**src/rtl/core/lsf_pkg.sv**
```systemverilog
// ----------------------------------------------------------------------------
// lsf_pkg
// Shared types and constants of the line substring filter: payload structs,
// configuration view, character codes and register indexes.
// ----------------------------------------------------------------------------
package lsf_pkg;

    localparam int REG_BYTES   = 16;  // pattern bytes held in the two registers
    localparam int PAT_LEN_W   = 5;   // width of the pattern length register
    localparam int PAT_IDX_W   = 4;   // index into the held pattern bytes
    localparam int REG_IDX_W   = 2;   // register index taken from the address
    localparam int ADDR_W      = 5;   // byte address, registers at 8*i
    localparam int DATA_W      = 64;

    localparam logic [7:0] CHAR_LF  = 8'h0A;
    localparam logic [7:0] CHAR_CR  = 8'h0D;
    localparam logic [7:0] CHAR_NUL = 8'h00;

    localparam logic [REG_IDX_W-1:0] REG_PAT_FIRST = 2'd0;
    localparam logic [REG_IDX_W-1:0] REG_PAT_LAST  = 2'd1;
    localparam logic [REG_IDX_W-1:0] REG_PAT_LEN   = 2'd2;

    typedef struct packed {
        logic [7:0] data_byte;
        logic       end_marker;
    } in_item_t;

    typedef struct packed {
        logic        line_matched;
        logic [8:0]  line_length;
        logic [31:0] line_number;
        logic        any_match;
        logic        file_done;
    } out_item_t;

    // Pattern as seen by the line engine: bytes plus effective length.
    typedef struct packed {
        logic [REG_BYTES-1:0][7:0] pat;
        logic [PAT_LEN_W-1:0]      plen;
    } cfg_t;

endpackage

```
**src/rtl/core/lsf_cfg.sv**
```systemverilog
// ----------------------------------------------------------------------------
// lsf_cfg
// APB register file for the pattern. Also works out the effective pattern
// length: saturated to the held bytes and the window, cut at a zero byte.
// ----------------------------------------------------------------------------
module lsf_cfg #(
    parameter int MAX_PATTERN = 16
) (
    input  logic                          clk,
    input  logic                          rst_n,
    input  logic                          psel,
    input  logic                          penable,
    input  logic                          pwrite,
    input  logic [lsf_pkg::ADDR_W-1:0]    paddr,
    input  logic [lsf_pkg::DATA_W-1:0]    pwdata,
    output logic [lsf_pkg::DATA_W-1:0]    prdata,
    output lsf_pkg::cfg_t                 cfg
);

    localparam int PAT_SLOTS =
        (MAX_PATTERN < lsf_pkg::REG_BYTES) ? MAX_PATTERN : lsf_pkg::REG_BYTES;

    logic [63:0]                    pat_first_reg;
    logic [63:0]                    pat_last_reg;
    logic [lsf_pkg::PAT_LEN_W-1:0]  pat_len_reg;
    logic [lsf_pkg::REG_IDX_W-1:0]  reg_idx;
    logic                           wr_en;
    logic [lsf_pkg::PAT_LEN_W-1:0]  sat_len;
    logic [lsf_pkg::PAT_LEN_W-1:0]  eff_len;

    assign reg_idx = paddr[lsf_pkg::ADDR_W-1:3];
    assign wr_en   = psel && penable && pwrite;

    always_ff @(posedge clk or negedge rst_n)
    begin
        if (!rst_n)
        begin
            pat_first_reg <= '0;
            pat_last_reg  <= '0;
            pat_len_reg   <= '0;
        end
        else if (wr_en)
        begin
            case (reg_idx)
                lsf_pkg::REG_PAT_FIRST: pat_first_reg <= pwdata;
                lsf_pkg::REG_PAT_LAST:  pat_last_reg  <= pwdata;
                lsf_pkg::REG_PAT_LEN:   pat_len_reg   <= pwdata[lsf_pkg::PAT_LEN_W-1:0];
                default: ;
            endcase
        end
    end

    always_comb
    begin
        case (reg_idx)
            lsf_pkg::REG_PAT_FIRST: prdata = pat_first_reg;
            lsf_pkg::REG_PAT_LAST:  prdata = pat_last_reg;
            lsf_pkg::REG_PAT_LEN:   prdata = 64'(pat_len_reg);
            default:                prdata = '0;
        endcase
    end

    assign cfg.pat = {pat_last_reg, pat_first_reg};

    // Saturate, then cut at the first zero byte of the pattern.
    always_comb
    begin
        sat_len = (pat_len_reg > lsf_pkg::PAT_LEN_W'(PAT_SLOTS)) ?
                  lsf_pkg::PAT_LEN_W'(PAT_SLOTS) : pat_len_reg;
        eff_len = sat_len;
        for (int i = lsf_pkg::REG_BYTES - 1; i >= 0; i--)
        begin
            if ((lsf_pkg::PAT_LEN_W'(i) < sat_len) && (cfg.pat[i] == lsf_pkg::CHAR_NUL))
                eff_len = lsf_pkg::PAT_LEN_W'(i);
        end
    end

    assign cfg.plen = eff_len;

endmodule

```
**src/rtl/core/lsf_engine.sv**
```systemverilog
// ----------------------------------------------------------------------------
// lsf_engine
// Line engine: input register, per-byte line state update with window compare,
// and result register. One byte is processed per cycle while no closing byte waits on a pending result.
// ----------------------------------------------------------------------------
module lsf_engine #(
    parameter int MAX_PATTERN   = 16,
    parameter int LINE_CAPACITY = 512
) (
    input  logic               clk,
    input  logic               rst_n,
    input  lsf_pkg::cfg_t      cfg,
    input  logic               in_valid,
    output logic               in_ready,
    input  lsf_pkg::in_item_t  in_data,
    output logic               out_valid,
    input  logic               out_ready,
    output lsf_pkg::out_item_t out_data
);

    localparam int CW = $clog2(LINE_CAPACITY);
    localparam logic [CW-1:0] STORE_LIMIT = CW'(LINE_CAPACITY - 1);

    // input stage
    logic               in_valid_reg;
    lsf_pkg::in_item_t  in_item_reg;

    // line state
    logic [MAX_PATTERN-1:0][7:0] window_reg;
    logic [MAX_PATTERN-1:0][7:0] window_next;
    logic [CW-1:0]               stored_count_reg, stored_count_next;
    logic [CW-1:0]               visible_count_reg, visible_count_next;
    logic                        zero_seen_reg, zero_seen_next;
    logic                        line_hit_reg, line_hit_next;
    logic [31:0]                 lines_done_reg, lines_done_next;
    logic                        hit_any_reg, hit_any_next;

    // result stage
    logic               out_valid_reg;
    lsf_pkg::out_item_t out_item_reg, out_item_next;

    logic                         closes;
    logic                         advance;
    logic                         matched;
    logic                         window_eq;
    logic [7:0]                   c;
    logic [lsf_pkg::PAT_IDX_W-1:0] pidx;

    assign c       = in_item_reg.data_byte;
    assign closes  = in_item_reg.end_marker || (c == lsf_pkg::CHAR_LF) ||
                     !(stored_count_reg < STORE_LIMIT);
    assign advance = in_valid_reg && (!closes || !out_valid_reg || out_ready);
    assign in_ready = !in_valid_reg || advance;
    assign matched  = line_hit_reg || (cfg.plen == '0);

    // Shifted window and compare of its newest characters against the pattern.
    always_comb
    begin
        window_next    = window_reg;
        window_next[0] = c;
        for (int k = 1; k < MAX_PATTERN; k++)
            window_next[k] = window_reg[k-1];
        window_eq = 1'b1;
        pidx      = '0;
        for (int k = 0; k < MAX_PATTERN; k++)
        begin
            if (k < int'(cfg.plen))
            begin
                pidx = lsf_pkg::PAT_IDX_W'(cfg.plen - lsf_pkg::PAT_LEN_W'(1)
                                          - lsf_pkg::PAT_LEN_W'(k));
                if (window_next[k] != cfg.pat[pidx])
                    window_eq = 1'b0;
            end
        end
    end

    always_comb
    begin
        stored_count_next  = stored_count_reg;
        visible_count_next = visible_count_reg;
        zero_seen_next     = zero_seen_reg;
        line_hit_next      = line_hit_reg;
        lines_done_next    = lines_done_reg;
        hit_any_next       = hit_any_reg;

        out_item_next.line_matched = matched;
        out_item_next.line_length  = 9'(visible_count_reg);
        out_item_next.line_number  = lines_done_reg;
        out_item_next.any_match    = hit_any_reg || matched;
        out_item_next.file_done    = in_item_reg.end_marker;

        if (closes)
        begin
            stored_count_next  = '0;
            visible_count_next = '0;
            zero_seen_next     = 1'b0;
            line_hit_next      = 1'b0;
            if (in_item_reg.end_marker)
            begin
                lines_done_next = '0;
                hit_any_next    = 1'b0;
            end
            else
            begin
                lines_done_next = lines_done_reg + 32'd1;
                hit_any_next    = hit_any_reg || matched;
            end
        end
        else if (c != lsf_pkg::CHAR_CR)
        begin
            stored_count_next = stored_count_reg + CW'(1);
            if (c == lsf_pkg::CHAR_NUL)
                zero_seen_next = 1'b1;
            else if (!zero_seen_reg)
            begin
                visible_count_next = visible_count_reg + CW'(1);
                if ((cfg.plen != '0) && (32'(visible_count_next) >= 32'(cfg.plen))
                    && window_eq)
                    line_hit_next = 1'b1;
            end
        end
    end

    always_ff @(posedge clk or negedge rst_n)
    begin
        if (!rst_n)
        begin
            in_valid_reg      <= 1'b0;
            stored_count_reg  <= '0;
            visible_count_reg <= '0;
            zero_seen_reg     <= 1'b0;
            line_hit_reg      <= 1'b0;
            lines_done_reg    <= '0;
            hit_any_reg       <= 1'b0;
            out_valid_reg     <= 1'b0;
        end
        else
        begin
            if (in_ready)
                in_valid_reg <= in_valid;
            if (advance)
            begin
                stored_count_reg  <= stored_count_next;
                visible_count_reg <= visible_count_next;
                zero_seen_reg     <= zero_seen_next;
                line_hit_reg      <= line_hit_next;
                lines_done_reg    <= lines_done_next;
                hit_any_reg       <= hit_any_next;
            end
            if (advance && closes)
                out_valid_reg <= 1'b1;
            else if (out_ready)
                out_valid_reg <= 1'b0;
        end
    end

    // payload registers, no reset
    always_ff @(posedge clk)
    begin
        if (in_ready)
            in_item_reg <= in_data;
        // advance the window only for visible characters
        if (advance && !closes && (c != lsf_pkg::CHAR_CR) &&
            (c != lsf_pkg::CHAR_NUL) && !zero_seen_reg)
            window_reg <= window_next;
        if (advance && closes)
            out_item_reg <= out_item_next;
    end

    assign out_valid = out_valid_reg;
    assign out_data  = out_item_reg;

endmodule

```
**src/rtl/core/line_substring_filter_top.sv**
```systemverilog
// ----------------------------------------------------------------------------
// line_substring_filter_top
// Splits a byte stream into lines and flags each line holding a pattern.
// ----------------------------------------------------------------------------
// Usage:
//   Input channel (in_valid/in_ready/in_data) carries one file byte or the
//   end marker per transfer. Output channel (out_valid/out_ready/out_data)
//   carries one result per finished line: match flag, visible length, line
//   number, running match flag and end-of-file flag.
//   The pattern is set over the APB port: pattern bytes 0..7 at 0x00,
//   bytes 8..15 at 0x08, pattern length at 0x10. Write it while idle.
//   Throughput: one byte per cycle, set by the single input register to
//   result register pass (combinational window compare), while no closing
//   byte waits for a pending result. A result is registered: the byte that
//   closes the line passes the input register, then the result register.
//   Stall: while out_ready is low, bytes that do not close a line still
//   flow; a closing byte holds in the input register until the pending
//   result is taken.
//   Reset: clears line state, line counter, match flag and the pattern
//   registers; no clearing pass, ready as soon as reset is released.
//   After the end marker result, line state and counters restart for the
//   next file; the pattern registers keep their values.
// ----------------------------------------------------------------------------
module line_substring_filter_top #(
    parameter int MAX_PATTERN   = 16,
    parameter int LINE_CAPACITY = 512
) (
    input  logic                       clk,
    input  logic                       rst_n,
    input  logic                       psel,
    input  logic                       penable,
    input  logic                       pwrite,
    input  logic [lsf_pkg::ADDR_W-1:0] paddr,
    input  logic [lsf_pkg::DATA_W-1:0] pwdata,
    output logic [lsf_pkg::DATA_W-1:0] prdata,
    output logic                       pready,
    input  logic                       in_valid,
    output logic                       in_ready,
    input  lsf_pkg::in_item_t          in_data,
    output logic                       out_valid,
    input  logic                       out_ready,
    output lsf_pkg::out_item_t         out_data
);

    lsf_pkg::cfg_t cfg;

    assign pready = 1'b1;

    lsf_cfg #(
        .MAX_PATTERN (MAX_PATTERN)
    ) u_cfg (
        .clk     (clk),
        .rst_n   (rst_n),
        .psel    (psel),
        .penable (penable),
        .pwrite  (pwrite),
        .paddr   (paddr),
        .pwdata  (pwdata),
        .prdata  (prdata),
        .cfg     (cfg)
    );

    lsf_engine #(
        .MAX_PATTERN   (MAX_PATTERN),
        .LINE_CAPACITY (LINE_CAPACITY)
    ) u_engine (
        .clk       (clk),
        .rst_n     (rst_n),
        .cfg       (cfg),
        .in_valid  (in_valid),
        .in_ready  (in_ready),
        .in_data   (in_data),
        .out_valid (out_valid),
        .out_ready (out_ready),
        .out_data  (out_data)
    );

`ifndef SYNTHESIS
    // A receiver that takes results never blocks the input side.
    a_ready_follows: assert property (@(posedge clk) disable iff (!rst_n)
        out_ready |-> in_ready)
        else $error("in_ready low while out_ready high");

    // A matched line always sets the running match flag.
    a_any_match: assert property (@(posedge clk) disable iff (!rst_n)
        (out_valid && out_data.line_matched) |-> out_data.any_match)
        else $error("line_matched without any_match");

    // An empty pattern matches every line.
    a_empty_pattern: assert property (@(posedge clk) disable iff (!rst_n)
        (u_engine.advance && u_engine.closes && (cfg.plen == '0)) |=>
        (out_valid && out_data.line_matched))
        else $error("empty pattern line not matched");
`endif

endmodule
```
**config.mk**
```make
export PLATFORM = sky130hd
export DESIGN_NAME = line_substring_filter_top
export DESIGN_NICKNAME = d
export VERILOG_FILES = /design/src/rtl/core/lsf_pkg.sv /design/src/rtl/core/lsf_cfg.sv /design/src/rtl/core/lsf_engine.sv /design/src/rtl/core/line_substring_filter_top.sv
export SDC_FILE = /design/constraint.sdc
export NUM_CORES = 1
export LEC_CHECK = 0
export BUFFER_PORTS_ARGS = -buffer_cell sky130_fd_sc_hd__buf_2
export CORE_ASPECT_RATIO = 1.2
export CORE_MARGIN = 1
export CORE_UTILIZATION = 40
export DETAILED_ROUTE_END_ITERATION = 10
export GPL_TIMING_DRIVEN = 0
export PLACE_DENSITY = 0.54
export SLEW_MARGIN = 20
export SYNTH_ARGS = -nofsm -noshare
export SYNTH_HDL_FRONTEND = slang
export SYNTH_SLANG_ARGS = --single-unit
```
**constraint.sdc**
```tcl
create_clock -name clk -period 9.7 [get_ports clk]
set_input_delay 0.485 -clock clk [delete_from_list [all_inputs] [get_ports clk]]
set_output_delay 0.485 -clock clk [all_outputs]
set_load 0.1 [all_outputs]
```
* Word-level counts from Yosys, hierarchy flattened
Cells that the tools add are included.
** Operators by class
- Div/mod/pow operators :: 0
- Eq/ne operators :: 22
- Order comparisons :: 51
- Multiply operators :: 0
- Bitwise logic cells :: 0
- Reductions and logical operators :: 71
- Muxes and demuxes :: 100
- Shift-type cells :: 0
- $add $sub $neg :: 19
** Operators by type and width (count)
- 8-bit binary-select mux with 4-bit select :: 16
- 64-bit case mux with 3 select lines :: 1
- 8-bit zero test :: 17
- 8-bit 2-to-1 mux :: 16
- 8-bit inequality test :: 16
- 5-bit 2-to-1 mux :: 17
- 4-bit by 5-bit < comparator with 1-bit output (first input constant) :: 16
- 4-bit by 5-bit < comparator with 1-bit output (second input constant) :: 16
- 9-bit 2-to-1 mux :: 6
- 1-bit 2-to-1 mux :: 43
- 3-bit by 5-bit < comparator with 1-bit output (first input constant) :: 8
- 32-bit by 1-bit adder with 32-bit output (second input constant) :: 1
- 32-bit 2-to-1 mux :: 1
- 4-bit subtractor (second input constant) :: 8
- 1-bit logical AND :: 26
- 1-bit by 5-bit < comparator with 1-bit output (first input constant) :: 4
- 2-bit by 5-bit < comparator with 1-bit output (first input constant) :: 4
- 9-bit by 1-bit adder with 9-bit output (second input constant) :: 2
- 4-bit by 3-bit subtractor with 4-bit output (second input constant) :: 4
- 2-bit AND reduction :: 5
- 9-bit by 5-bit greater-or-equal comparator with 1-bit output :: 1
- 9-bit < comparator (second input constant) :: 1
- 8-bit by 4-bit equality test with 1-bit output (second input constant) :: 1
- 8-bit by 4-bit inequality test with 1-bit output (second input constant) :: 1
- 17 further kinds :: 32
** Word-level totals
- Input bits :: 85
- Latch bits :: 0
- RAM bits :: 0
- Output and inout port bits :: 111
- ROM bits :: 0
- Logic and storage cells :: 296
- Memories kept :: 0
- Flip-flop bits (word level) :: 361

* Logic depth before layout (Yosys ltp)
- Depth after elaboration :: 62
- Depth in mapped cells :: 31
- Depth with buffers taken out :: 22

* By module
From an unflattened synthesis, not the netlist that was laid out.
** Unflattened totals
- Cell total of the unflattened synthesis :: 1965
- Area total of the unflattened synthesis :: 23555.1 um^2
** Modules (own cells, without submodules)
- lsf_engine :: seq. area each 6571.3 um^2, area an instance 16895.0 um^2, cells each 1416, instances 1
- lsf_cfg :: seq. area each 3328.2 um^2, area an instance 6648.9 um^2, cells each 547, instances 1
- line_substring_filter_top :: seq. area each 0.0 um^2, area an instance 11.3 um^2, cells each 2, instances 1

* Worst setup path after synthesis
Ideal clock, no wire load.
- Path type :: flip-flop to flip-flop
- Start :: register u_cfg.pat_first_reg[1]
- End :: register u_engine.line_hit_reg
- Period minus slack after synthesis :: 7512 ps
- Required time :: 9596 ps
- Slack :: 2188 ps
- Setup time :: 104 ps
- Data arrival time :: 7408 ps
- Buffers on the path :: 9
- Cell stages (with the launch flop) :: 28
- Path through :: dfrtp_1 > or4_1 > a211o_1 > o311ai_2 > nor3_1 > a311o_1 > buf_6 > buf_4 > buf_2 > buf_2 > ha_1 > inv_1 > clkbuf_1 > clkbuf_1 > clkbuf_1 > clkbuf_1 > ha_1 > mux2i_1 > o22ai_1 > xnor2_4 > buf_4 > mux2i_1 > xor2_1 > nor4_1 > nand3_1 > or4_1 > a221o_1 > o41ai_2
** On the way
- Word-level cells in the longest chain between the ends :: 42
- Elaborated cells between the ends (all ways) :: 121
- Those cells by class :: 16 x add/sub; 17 x order compare; 16 x eq/ne; 65 x mux; 7 x reduce/logical
** RTL lines
- start, declared :: line lsf_cfg.sv:23 : logic [63:0] pat_first_reg;
- start signal, assigned :: line lsf_cfg.sv:45 : lsf_pkg::REG_PAT_FIRST: pat_first_reg <= pwdata;
- parallel branches: the longest is 39 deep, another holds 4-bit by 1-bit subtractor with 4-bit output
- 1-bit logical AND * :: line lsf_engine.sv:118 : && window_eq)
- 2-bit nonzero test (no source line) *
- 5-bit AND reduction (no source line) *
- end signal, assigned :: line lsf_engine.sv:146 : line_hit_reg <= line_hit_next;
- end, declared :: line lsf_engine.sv:34 : logic line_hit_reg, line_hit_next;
Every way passes the cells marked *. The select of a mux whose other input is x is not followed.
A chain may end at the register's enable or synchronous reset.

* Final worst setup path
- Start :: register u_cfg.pat_last_reg[48]
- End :: register u_engine.line_hit_reg
** On the way
- Word-level cells in the longest chain between the ends :: 56
- Elaborated cells between the ends (all ways) :: 135
- Those cells by class :: 16 x add/sub; 17 x order compare; 16 x eq/ne; 79 x mux; 7 x reduce/logical
** RTL lines
- start, declared :: line lsf_cfg.sv:24 : logic [63:0] pat_last_reg;
- start signal, assigned :: line lsf_cfg.sv:46 : lsf_pkg::REG_PAT_LAST: pat_last_reg <= pwdata;
- parallel branches: the longest is 53 deep, another holds 8-bit zero test
- 1-bit logical AND * :: line lsf_engine.sv:118
- 2-bit nonzero test (no source line) *
- 5-bit AND reduction (no source line) *
Marks and branches as above.

==> flow_summary.json <==
{
  "outcome": "completed",
  "wire_per_inst_um": 31.7,
  "drv_slew": 0,
  "synth_warnings": 0,
  "clock_path_buffers": 3,
  "drv_cap": 0,
  "synth_area_um2": 22900,
  "core_um2": 56300,
  "synth.distinct_cells": 74,
  "synth_fp_nets": 1818,
  "grt_pass1_wl_um": 123000,
  "cp-end-kind": "flop",
  "antenna_found_initial": 1,
  "startpoint_type": "flop",
  "rsz0062_at_grt": "false",
  "final_area_um2": 26300,
  "dieWidth_um": 221,
  "n_fill_cell": 5185,
  "max_freq_ghz": 0.107,
  "min_period_ns": 9.32,
  "nets": 2054,
  "area_growth_pct": 14.8,
  "dr.pass1.iters": 5,
  "cts_tree": "yes",
  "clock-sinks": 361,
  "first_global_vias": 17000,
  "yosysSeqAreaShare": 0.432,
  "htree_levels": 2,
  "gp_congestion": 1.00,
  "critPathKind": "flop to flop",
  "routed-via-count": 17200,
  "crit_arrival_ns": 9.79,
  "pre_cts_slack_ns": -0.375,
  "period_share": 0.960,
  "start_util": 0.407,
  "largest_reg_flops": 120,
  "synth_edf_count": 173,
  "fin_skew_ns": 0.0163,
  "cp.required_ns": 10.18,
  "insertion_delay_ns": 0.58,
  "cts_buffers": 41,
  "yosys_most_used_dff": "dfrtp_1",
  "drive_above_1_share": 0.323,
  "grt_max_degree": 71,
  "synthCells": 1718,
  "cts.clk_slew.worst_paths_ns": 0.07,
  "wl_um": 86000,
  "io_pins": 196,
  "overflow": 0,
  "numPortBuffers": 190,
  "async_reset_ff_frac": 0.521,
  "place_area_um2": 24900,
  "hpwl_um": 67200,
  "drc": 0,
  "final_common_cell": "buf_2",
  "drt_iter0_markers": 1810,
  "slew_headroom": 0.257,
  "hold_viol": 0,
  "row_count": 95,
  "mostFrequentLayoutCells": "203 x buf_2, 197 x mux2i_1, 188 x dfrtp_1",
  "setup_viol": 0,
  "die-area_um2": 58300,
  "hold_class": "input pin to flop",
  "tightest_slew_ns": 1.11,
  "clockRootBuffer": "clkbuf_16",
  "drtAntennaViolNets": 0,
  "ys_ff_latch": 361,
  "die_h_um": 264,
  "cp_max_fo": 19,
  "grt_usage": 0.299,
  "final_util": 0.467,
  "diodes": 0,
  "viasPerCell": 6.33,
  "final.setup.worst_slack_ns": 0.385,
  "syn_avg_cell_area_um2": 13.3
}
[critical path, stage by stage (launching register included)]
cell and delay, ns:
dfrtp_1 0.48, nor4_1 0.72, a41oi_1 0.21, a21oi_1 0.31, o21bai_1 0.18, and2_1 0.18
o21ai_0 0.63, nand2_1 0.58, ha_1 0.53, inv_1 0.51, clkbuf_4 0.53, clkdlybuf4s15_1 0.74
ha_1 0.44, nor2b_1 0.22, nand4b_1 0.10, nand4_1 0.33, nor2_1 0.15, buf_6 0.18
a211oi_1 0.59, xnor2_1 0.13, nor4b_1 0.35, nand3_1 0.24, o311ai_1 0.29, a21oi_1 0.20
o41ai_2 0.36
[Yosys cell counts (4+ instances only)]
| cell type | instances | area [um2] |
|---|---|---|
| buf_6 | 8 | 90.1 |
| a211oi_1 | 5 | 37.5 |
| nand4_1 | 24 | 150 |
| ha_1 | 15 | 188 |
| and2_1 | 5 | 31.3 |
| or4_1 | 10 | 75.1 |
| edfxtp_1 | 173 | 5190 |
| a41oi_1 | 4 | 35.0 |
| o21bai_1 | 4 | 30.0 |
| clkbuf_1 | 62 | 233 |
| nor2_1 | 126 | 473 |
| nor3_1 | 15 | 75.1 |
| buf_4 | 10 | 75.1 |
| buf_1 | 6 | 22.5 |
| mux2_2 | 139 | 1570 |
| a22o_1 | 4 | 35.0 |
| and3_1 | 14 | 87.6 |
| xnor2_2 | 5 | 81.3 |
| mux4_1 | 10 | 263 |
| dfrtp_1 | 188 | 4700 |
| nor2b_1 | 11 | 68.8 |
| a31oi_1 | 6 | 37.5 |
| mux4_2 | 179 | 4030 |
| xor2_1 | 74 | 648 |
| nand2_1 | 79 | 297 |
| nand3_1 | 37 | 185 |
| xnor2_1 | 91 | 797 |
| or3_1 | 8 | 50.1 |
| mux2i_1 | 197 | 1970 |
| inv_1 | 10 | 37.5 |
| nand2b_1 | 11 | 68.8 |
| buf_2 | 14 | 70.1 |
| o21ai_0 | 28 | 140 |
| a21oi_1 | 32 | 160 |
| o31ai_1 | 4 | 30.0 |
| nor4_1 | 45 | 282 |
| a21o_1 | 6 | 45.0 |
[per-stage QoR]
step	TNS (ns)	instances	hold WS, ns
floorplan	0	1718	0.189
global route	0	2713	0.0443
detailed placement	-0.375	2639	0.422
finish	0	2713	0.0719
CTS	0	2714	0.0427
global placement	-0.379	2635	0.438
[cell type report]
cell class | count | area, um2 | area share
clock buffer | 49 | 1110 | 0.0421
tap | 727 | 910 | 0.0346
timing repair buffer | 195 | 1060 | 0.0405
clock inverter | 26 | 285 | 0.0108
inverter | 13 | 53.8 | 0.00205
buffer | 99 | 505 | 0.0192
multi-input combinational | 1243 | 12500 | 0.474
sequential | 361 | 9900 | 0.376
[path summary, 6_finish.rpt]
| check | from | endpoint | slack [ns] | depth (start not counted) |
|---|---|---|---|---|
| max | u_cfg.pat_last_reg[48]$_DFFE_PN0P_ | u_engine.line_hit_reg$_DFFE_PN0P_ | 0.38 | 24 |
| min | in_data[0] | u_engine.in_item_reg[0]$_DFFE_PP_ | 0.07 | 1 |
| max reg2reg | u_cfg.pat_last_reg[48]$_DFFE_PN0P_ | u_engine.line_hit_reg$_DFFE_PN0P_ | 0.38 | 24 |
| min reg2reg | u_engine.visible_count_reg[5]$_DFFE_PN0P_ | u_engine.out_data[39]$_DFFE_PP_ | 0.45 | 0 |
| max in group asynchronous | rst_n | u_engine.visible_count_reg[6]$_DFFE_PN0P_ | 8.17 | 4 |
| min in group asynchronous | rst_n | u_cfg.pat_last_reg[31]$_DFFE_PN0P_ | 0.41 | 2 |
[metal layers]
layer,global-route usage,wire (um),vias up
met5,0,0,-
met4,0.162,5510,0
met3,0.0493,6690,221
met2,0.465,39900,1003
met1,0.399,33900,8790
li1,-,-,7166
[repair_timing]
item | in CTS | in global routing
setup buffers | 0 | 0
gates resized for setup | 1 | 4
hold buffers | 1 | 0
endpoints found under the setup margin | 1 | 1
hold endpoints to repair | 50 | 0
[cells by family (layout without fill, tap and decap cells)]
family | after synthesis | count (layout) | share of synthesized area
flops | 361 | 361 | 0.432
compound gates | 131 | 131 | 0.0397
fa+ha+maj | 15 | 15 | 0.00819
xor+xnor | 172 | 172 | 0.0688
other cells | 1 | 1 | 0.000164
mux | 525 | 525 | 0.342
buf+inv | 114 | 382 | 0.0239
simple gates | 399 | 399 | 0.0856
Power is not shown: default switching activity piles up to over one toggle a cycle in this logic, so the estimate is an artifact.
